[config.mk]
export PLATFORM = sky130hd
export DESIGN_NAME = svpc_divider
export DESIGN_NICKNAME = d
export VERILOG_FILES = /design/src/design/svpc_pkg.sv /design/src/design/svpc_divider.sv
export SDC_FILE = /design/constraint.sdc
export NUM_CORES = 2
export LEC_CHECK = 0
export BUFFER_PORTS_ARGS = -buffer_cell sky130_fd_sc_hd__buf_4
export CORE_UTILIZATION = 65
export DETAILED_ROUTE_END_ITERATION = 8
export PLACE_DENSITY = 0.92
export SKIP_CTS_REPAIR_TIMING = 1
export SYNTH_ARGS = -nofsm -noshare
export SYNTH_HDL_FRONTEND = slang
export SYNTH_SLANG_ARGS = --single-unit
[constraint.sdc]
create_clock -name clk -period 12 [get_ports clk]
set_clock_uncertainty 0.15 [all_clocks]
set_input_delay 1.2 -clock clk [delete_from_list [all_inputs] [get_ports clk]]
set_output_delay 1.2 -clock clk [all_outputs]
set_load 0.05 [all_outputs]
[src/design/svpc_pkg.sv]
package svpc_pkg;

    localparam int unsigned DATA_W         = 16;
    localparam int unsigned SECTOR_W       = 3;
    localparam int unsigned CFG_IDX_W      = 1;

    localparam logic [CFG_IDX_W-1:0] REG_PERIOD_TICKS   = 1'd0;
    localparam logic [CFG_IDX_W-1:0] REG_DC_BUS_VOLTAGE = 1'd1;

    localparam logic [DATA_W-1:0] PERIOD_RESET = 16'd8500;
    localparam logic [DATA_W-1:0] DC_BUS_RESET = 16'd6144;

    localparam int unsigned MAG_W          = 34;
    localparam int unsigned PROJ_W         = MAG_W + 1;
    localparam int unsigned DEN_W          = 35;
    localparam int unsigned Q_W            = DATA_W;
    localparam int unsigned NUM_W          = MAG_W + DATA_W;
    localparam int unsigned BITS_PER_STAGE = 2;
    localparam int unsigned DIV_STAGES     = Q_W / BITS_PER_STAGE;
    localparam int unsigned DC_SHIFT       = 17;
    localparam int unsigned ALPHA_SHIFT    = 16;

    localparam logic signed [MAG_W-1:0] SQRT3_Q16 = 34'sd113512;

    localparam logic [SECTOR_W-1:0] SEC_ZERO = 3'd0;
    localparam logic [SECTOR_W-1:0] SEC_1    = 3'd1;
    localparam logic [SECTOR_W-1:0] SEC_2    = 3'd2;
    localparam logic [SECTOR_W-1:0] SEC_3    = 3'd3;
    localparam logic [SECTOR_W-1:0] SEC_4    = 3'd4;
    localparam logic [SECTOR_W-1:0] SEC_5    = 3'd5;
    localparam logic [SECTOR_W-1:0] SEC_6    = 3'd6;
    localparam logic [SECTOR_W-1:0] SEC_BAD  = 3'd7;

    typedef struct packed {
        logic [SECTOR_W-1:0] sector;
        logic                overmodulated;
    } side_t;

endpackage

[src/design/svpc_divider.sv]
module svpc_divider (
    input  logic                          clk,
    input  logic                          rst_n,
    input  logic                          in_valid,
    output logic                          in_ready,
    input  logic [svpc_pkg::NUM_W-1:0]    num_m,
    input  logic [svpc_pkg::NUM_W-1:0]    num_n,
    input  logic [svpc_pkg::DEN_W-1:0]    den,
    input  svpc_pkg::side_t               side_in,
    output logic                          out_valid,
    input  logic                          out_ready,
    output logic [svpc_pkg::Q_W-1:0]      quo_m,
    output logic [svpc_pkg::Q_W-1:0]      quo_n,
    output svpc_pkg::side_t               side_out
);

    localparam int unsigned DW = svpc_pkg::DEN_W;
    localparam int unsigned QW = svpc_pkg::Q_W;
    localparam int unsigned NS = svpc_pkg::DIV_STAGES;

    // The partial remainder always stays below the divisor, so one restoring
    // step needs a compare and subtract one bit wider than the divisor.
    function automatic logic [DW+QW-1:0] div_step(
        input logic [DW-1:0] r_in,
        input logic [QW-1:0] l_in,
        input logic [DW-1:0] d
    );
        logic [DW:0]   trial;
        logic [DW-1:0] r;
        logic [QW-1:0] l;
        r = r_in;
        l = l_in;
        for (int j = 0; j < svpc_pkg::BITS_PER_STAGE; j++)
        begin
            trial = {r, l[QW-1]};
            l = {l[QW-2:0], 1'b0};
            if (trial >= {1'b0, d})
            begin
                trial = trial - {1'b0, d};
                l[0] = 1'b1;
            end
            r = trial[DW-1:0];
        end
        return {r, l};
    endfunction

    logic [NS-1:0]          vld_reg;
    logic [DW-1:0]          rm_reg   [NS];
    logic [DW-1:0]          rn_reg   [NS];
    logic [QW-1:0]          lm_reg   [NS];
    logic [QW-1:0]          ln_reg   [NS];
    logic [DW-1:0]          den_reg  [NS];
    svpc_pkg::side_t        side_reg [NS];

    logic [NS-1:0]          vld_src;
    logic [DW-1:0]          rm_src   [NS];
    logic [DW-1:0]          rn_src   [NS];
    logic [QW-1:0]          lm_src   [NS];
    logic [QW-1:0]          ln_src   [NS];
    logic [DW-1:0]          den_src  [NS];
    svpc_pkg::side_t        side_src [NS];

    logic [DW-1:0]          rm_next  [NS];
    logic [DW-1:0]          rn_next  [NS];
    logic [QW-1:0]          lm_next  [NS];
    logic [QW-1:0]          ln_next  [NS];

    logic [NS:0]            adv;

    always_comb
    begin
        adv[NS] = out_ready;
        for (int k = NS - 1; k >= 0; k--)
        begin
            adv[k] = !vld_reg[k] || adv[k+1];
        end
    end

    assign in_ready = adv[0];

    always_comb
    begin
        vld_src[0]  = in_valid;
        rm_src[0]   = {{(DW - (svpc_pkg::NUM_W - QW)){1'b0}}, num_m[svpc_pkg::NUM_W-1:QW]};
        rn_src[0]   = {{(DW - (svpc_pkg::NUM_W - QW)){1'b0}}, num_n[svpc_pkg::NUM_W-1:QW]};
        lm_src[0]   = num_m[QW-1:0];
        ln_src[0]   = num_n[QW-1:0];
        den_src[0]  = den;
        side_src[0] = side_in;
        for (int k = 1; k < NS; k++)
        begin
            vld_src[k]  = vld_reg[k-1];
            rm_src[k]   = rm_reg[k-1];
            rn_src[k]   = rn_reg[k-1];
            lm_src[k]   = lm_reg[k-1];
            ln_src[k]   = ln_reg[k-1];
            den_src[k]  = den_reg[k-1];
            side_src[k] = side_reg[k-1];
        end
        for (int k = 0; k < NS; k++)
        begin
            {rm_next[k], lm_next[k]} = div_step(rm_src[k], lm_src[k], den_src[k]);
            {rn_next[k], ln_next[k]} = div_step(rn_src[k], ln_src[k], den_src[k]);
        end
    end

    always_ff @(posedge clk or negedge rst_n)
    begin
        if (!rst_n)
        begin
            vld_reg <= '0;
        end
        else
        begin
            for (int k = 0; k < NS; k++)
            begin
                if (adv[k])
                begin
                    vld_reg[k] <= vld_src[k];
                end
            end
        end
    end

    always_ff @(posedge clk)
    begin
        for (int k = 0; k < NS; k++)
        begin
            if (adv[k] && vld_src[k])
            begin
                rm_reg[k]   <= rm_next[k];
                rn_reg[k]   <= rn_next[k];
                lm_reg[k]   <= lm_next[k];
                ln_reg[k]   <= ln_next[k];
                den_reg[k]  <= den_src[k];
                side_reg[k] <= side_src[k];
            end
        end
    end

    assign out_valid = vld_reg[NS-1];
    assign quo_m     = lm_reg[NS-1];
    assign quo_n     = ln_reg[NS-1];
    assign side_out  = side_reg[NS-1];

endmodule

# Yosys cells after proc, flatten, opt, wreduce, memory -nomap -nowiden
# Memories as Yosys holds them, arrays and structs flattened.
# Cells that the tools add are included.
# totals
ff_bits	8
latch_bits	0
mem_bits_rw	1128
romBits	0
input_bits	143
output_inout_bits	38
n_memories	6
# op_classes
n_addsub	32
multipliers	0
div	0
magnitude_cmp	32
eq_ne	0
n_shift	0
n_mux	80
bitwise_logic	0
n_reduce_logical	24
# mem_list
name	words	word_bits	rd	rd_clocked_by_memory_dff	write_ports	line	source
den_reg	8	35	7	0	8	svpc_divider.sv:52	logic [DW-1:0] den_reg [NS];
rm_reg	8	35	7	0	8	svpc_divider.sv:48	logic [DW-1:0] rm_reg [NS];
rn_reg	8	35	7	0	8	svpc_divider.sv:49	logic [DW-1:0] rn_reg [NS];
lm_reg	8	16	8	0	8	svpc_divider.sv:50	logic [QW-1:0] lm_reg [NS];
ln_reg	8	16	8	0	8	svpc_divider.sv:51	logic [QW-1:0] ln_reg [NS];
side_reg	8	4	8	0	8	svpc_divider.sv:53	svpc_pkg::side_t side_reg [NS];
# ops
cell	count
two-way mux 35 bit	32
subtractor 35 bit	32
greater-or-equal comparator 36 x 35 -> 1 bit	30
greater-or-equal comparator 35 bit	2
two-way mux 1 bit	48
logical AND 1 bit	8
logical NOT 1 bit	8
logical OR 1 bit	8

# Depth between registers and ports, before layout
# logic_depth
depth_word	12
depth_mapped	31
ltp_nobuf	27

# Worst setup path before layout
# OpenSTA, ideal clock, no wires.
# synth_path
path_kind	input to register
start	in out_ready
end	mem den_reg[5][0] (netlist bit), enable pin
arrival_ns	8.313
required_ns	11.124
slack_ns	2.812
stages	2
path_buffers	0
cell_sequence	nor2b_1 -> a31oi_1
# synth_rtl
element	line	source
start: declaration	svpc_divider.sv:11	input logic out_ready,
end: declaration	svpc_divider.sv:52	

==> out/results.ini <==
[status]
status=finished, violations left
violations=max-capacitance violations, max-slew violations

[clock_network]
h-tree-depth=3
clk_pin_slew_ps=70
clockBufferDepth=3
cts-root-buf=clkbuf_16
cts_inserted_buffers=117
cts_tree=yes
cts.sinks=1031
clock_latency_ps=800

[floorplanning]
io_pins=181
start_util_pct=65.8
dieArea_um2=152000
die_w_um=390
core_area_um2=148000
num_rows=141
die_h_um=390

[layout]
fin_nets=11800
design_area_um2=105000
drive_gt1_share_pct=11.1
fillers=11000
areaGrowthSynthToFinish_pct=7.69

[placement]
port_buffers=180
post-place-ws_ps=2390
postPlaceCellArea_um2=101000
gp_congestion=1.08
post-dp-hpwl_mm=268

[worst_setup_path]
reg2reg_slack_ps=2410
startpoint_type=flop
r2r_end=rn_reg[5][8]
cp.arrival_ps=9980
path_max_fanout=47
cp.required_ps=12380
rr_worst_depth=24
r2r_start=den_reg[4][0]
worstSetupEndpointType=flop
crit_type=flop to flop

[timing]
min_period_ps=9590
slew_headroom_pct=-6.07
finalSetupTns_ps=0
grt_setup_unrepaired=no
fmax_mhz=104
fin_ws_ps=2410
finalMaxSlewViolations=4
finalSetupViolations=0
period_share_pct=79.9
tightestPinTransition_ps=1570
hold_viol_final=0

[route]
drc_errors=0
first_pass_iters=9
drt.antenna.violating_nets=0
vias=86700
drt_iter0_markers=9568
via_per_inst=6.84
wl_mm=339
wl_per_cell_um=26.7

[synth]
synth_flop_cell=edfxtp_1
synth_enable_flop_cells=1023
synth_area_um2=97700
yosysWarnings=0
synth_cell_types=97
syn_nets=11700
ys_seq_area_share_pct=31.7
syn_inst=10500
async_flop_share_pct=0.776
synth.avg_cell_area_um2=9.34
ys_ff_latch=1031

[run]
cap_violations=2

[global_route]
grt_use_total_pct=43.3
antenna_found_initial=24
grt_max_degree=126
grt_pass1_vias=84500
grt_remaining_overflow=0
grt_pass1_wl_mm=502

[hold_path]
holdCritPathClass=primary input to asynchronous set/reset pin

[synth_stat cells (all sizes together) (35+ instances only)]
master / n / area share (%)
nand2b: 130 / 0.83
xnor2: 588 / 5.3
xor2: 278 / 2.5
nor3: 143 / 0.73
and4: 42 / 0.38
clkbuf: 174 / 0.67
and2: 55 / 0.35
o21ai: 706 / 3.6
a21boi: 39 / 0.30
ha: 1120 / 14
and3: 96 / 0.61
inv: 594 / 2.3
mux2: 632 / 7.3
o21bai: 121 / 0.93
nand2: 730 / 2.8
a21oi: 1028 / 5.3
nand3: 195 / 1.0
nor2: 657 / 2.5
nor2b: 126 / 0.81
o21a: 164 / 1.3
nand4: 149 / 0.95
buf: 96 / 0.57
a31oi: 94 / 0.62
o31ai: 82 / 0.64
a211o: 35 / 0.31
a21o: 552 / 4.2
mux2i: 56 / 0.58
o211ai: 66 / 0.51
or3: 44 / 0.28
a2111oi: 36 / 0.35
nor4: 38 / 0.25
o31a: 44 / 0.39
a211oi: 87 / 0.70
edfxtp: 1023 / 31
[stage by stage]
step | cells | hold WS (ps) | util [%]
after floorplan | 10500 | 250 | -
after global placement | 12400 | 250 | 68.1
after detailed placement | 12400 | 255 | 68.1
after CTS | 12700 | 32.2 | 70.9
after global routing | 12700 | 60.7 | 70.9
final | 12700 | 70.6 | 70.9
[per-layer routing]
layer / GRT usage (%) / vias to the layer above / part of all wire [%]
li1: - / 39500 / -
met1: 46.9 / 40800 / 35
met2: 71.5 / 4940 / 46
met3: 8.25 / 1483 / 8.5
met4: 40.7 / 12 / 11
met5: 0 / - / 0.027
[layout make-up]
| class | instances | area (um2) | share of cell area (%) |
|---|---|---|---|
| Antenna cell | 16 | 40.0 | 0.0381 |
| Clock buffer | 124 | 2950 | 2.81 |
| Clock inverter | 96 | 1100 | 1.04 |
| Inverter | 594 | 2230 | 2.12 |
| Multi-Input combinational cell | 8561 | 63600 | 60.4 |
| Sequential cell | 1031 | 30900 | 29.4 |
| Tap cell | 2002 | 2500 | 2.38 |
| Timing Repair Buffer | 247 | 1890 | 1.80 |
[kinds of logic after synthesis]
logic type,after synthesis,share of synthesized area [%]
mux,688,7.86
compound gates,3357,22.0
fa+ha+maj,1150,15.0
flops,1031,31.7
simple gates,2500,12.3
buf+inv,864,3.52
xor+xnor,866,7.76
[worst max path at each step]
stage                   from  slack, ps            end
2_1_floorplan      out_ready       2810  den_reg[5][0]
3_3_place_gp          den[1]       2510   rn_reg[0][4]
3_5_place_dp          den[1]       2390   rn_reg[0][3]
4_1_cts        den_reg[2][0]       2670  rm_reg[3][10]
5_1_grt        den_reg[2][0]       2250  rm_reg[3][10]
6_report       den_reg[4][0]       2410   rn_reg[5][8]
[cell usage in the layout, fill, tap and decap left out, drive strengths merged, types with 24 or more instances in the layout]
master	n
a2111oi	36
a211o	35
a211oi	87
a21boi	39
a21o	552
a21oi	1028
a221oi	27
a31oi	94
a41oi	28
and2	55
and3	96
and4	42
buf	247
clkbuf	124
clkinv	50
edfxtp	1023
fa	30
ha	1120
inv	610
mux2	632
mux2i	56
nand2	730
nand2b	130
nand3	195
nand4	149
nor2	657
nor2b	126
nor3	143
nor4	38
o211ai	66
o21a	164
o21ai	706
o21bai	121
o31a	44
o31ai	82
o41ai	24
or2	28
or3	44
xnor2	588
xor2	278
[worst max-delay path, stage by stage, from the launching register on]
cell and delay [ps]:
edfxtp_1 700, ha_1 290, inv_1 70, fa_1 410, a21o_1 200, a221oi_1 710
o31ai_1 220, nor3_1 310, nor2_1 220, o21ai_1 300, o221ai_4 330, buf_4 380
o21ai_0 1180, fa_1 420, nor2b_1 80, o31a_1 270, nor3_1 180, o2111ai_1 260
a31oi_1 300, nand3_1 290, a221o_1 370, nor3_1 190, or2_1 470, inv_2 510
mux2_2 430
Power is not shown: default switching activity piles up to over one toggle a cycle in this logic, so the estimate is an artifact.
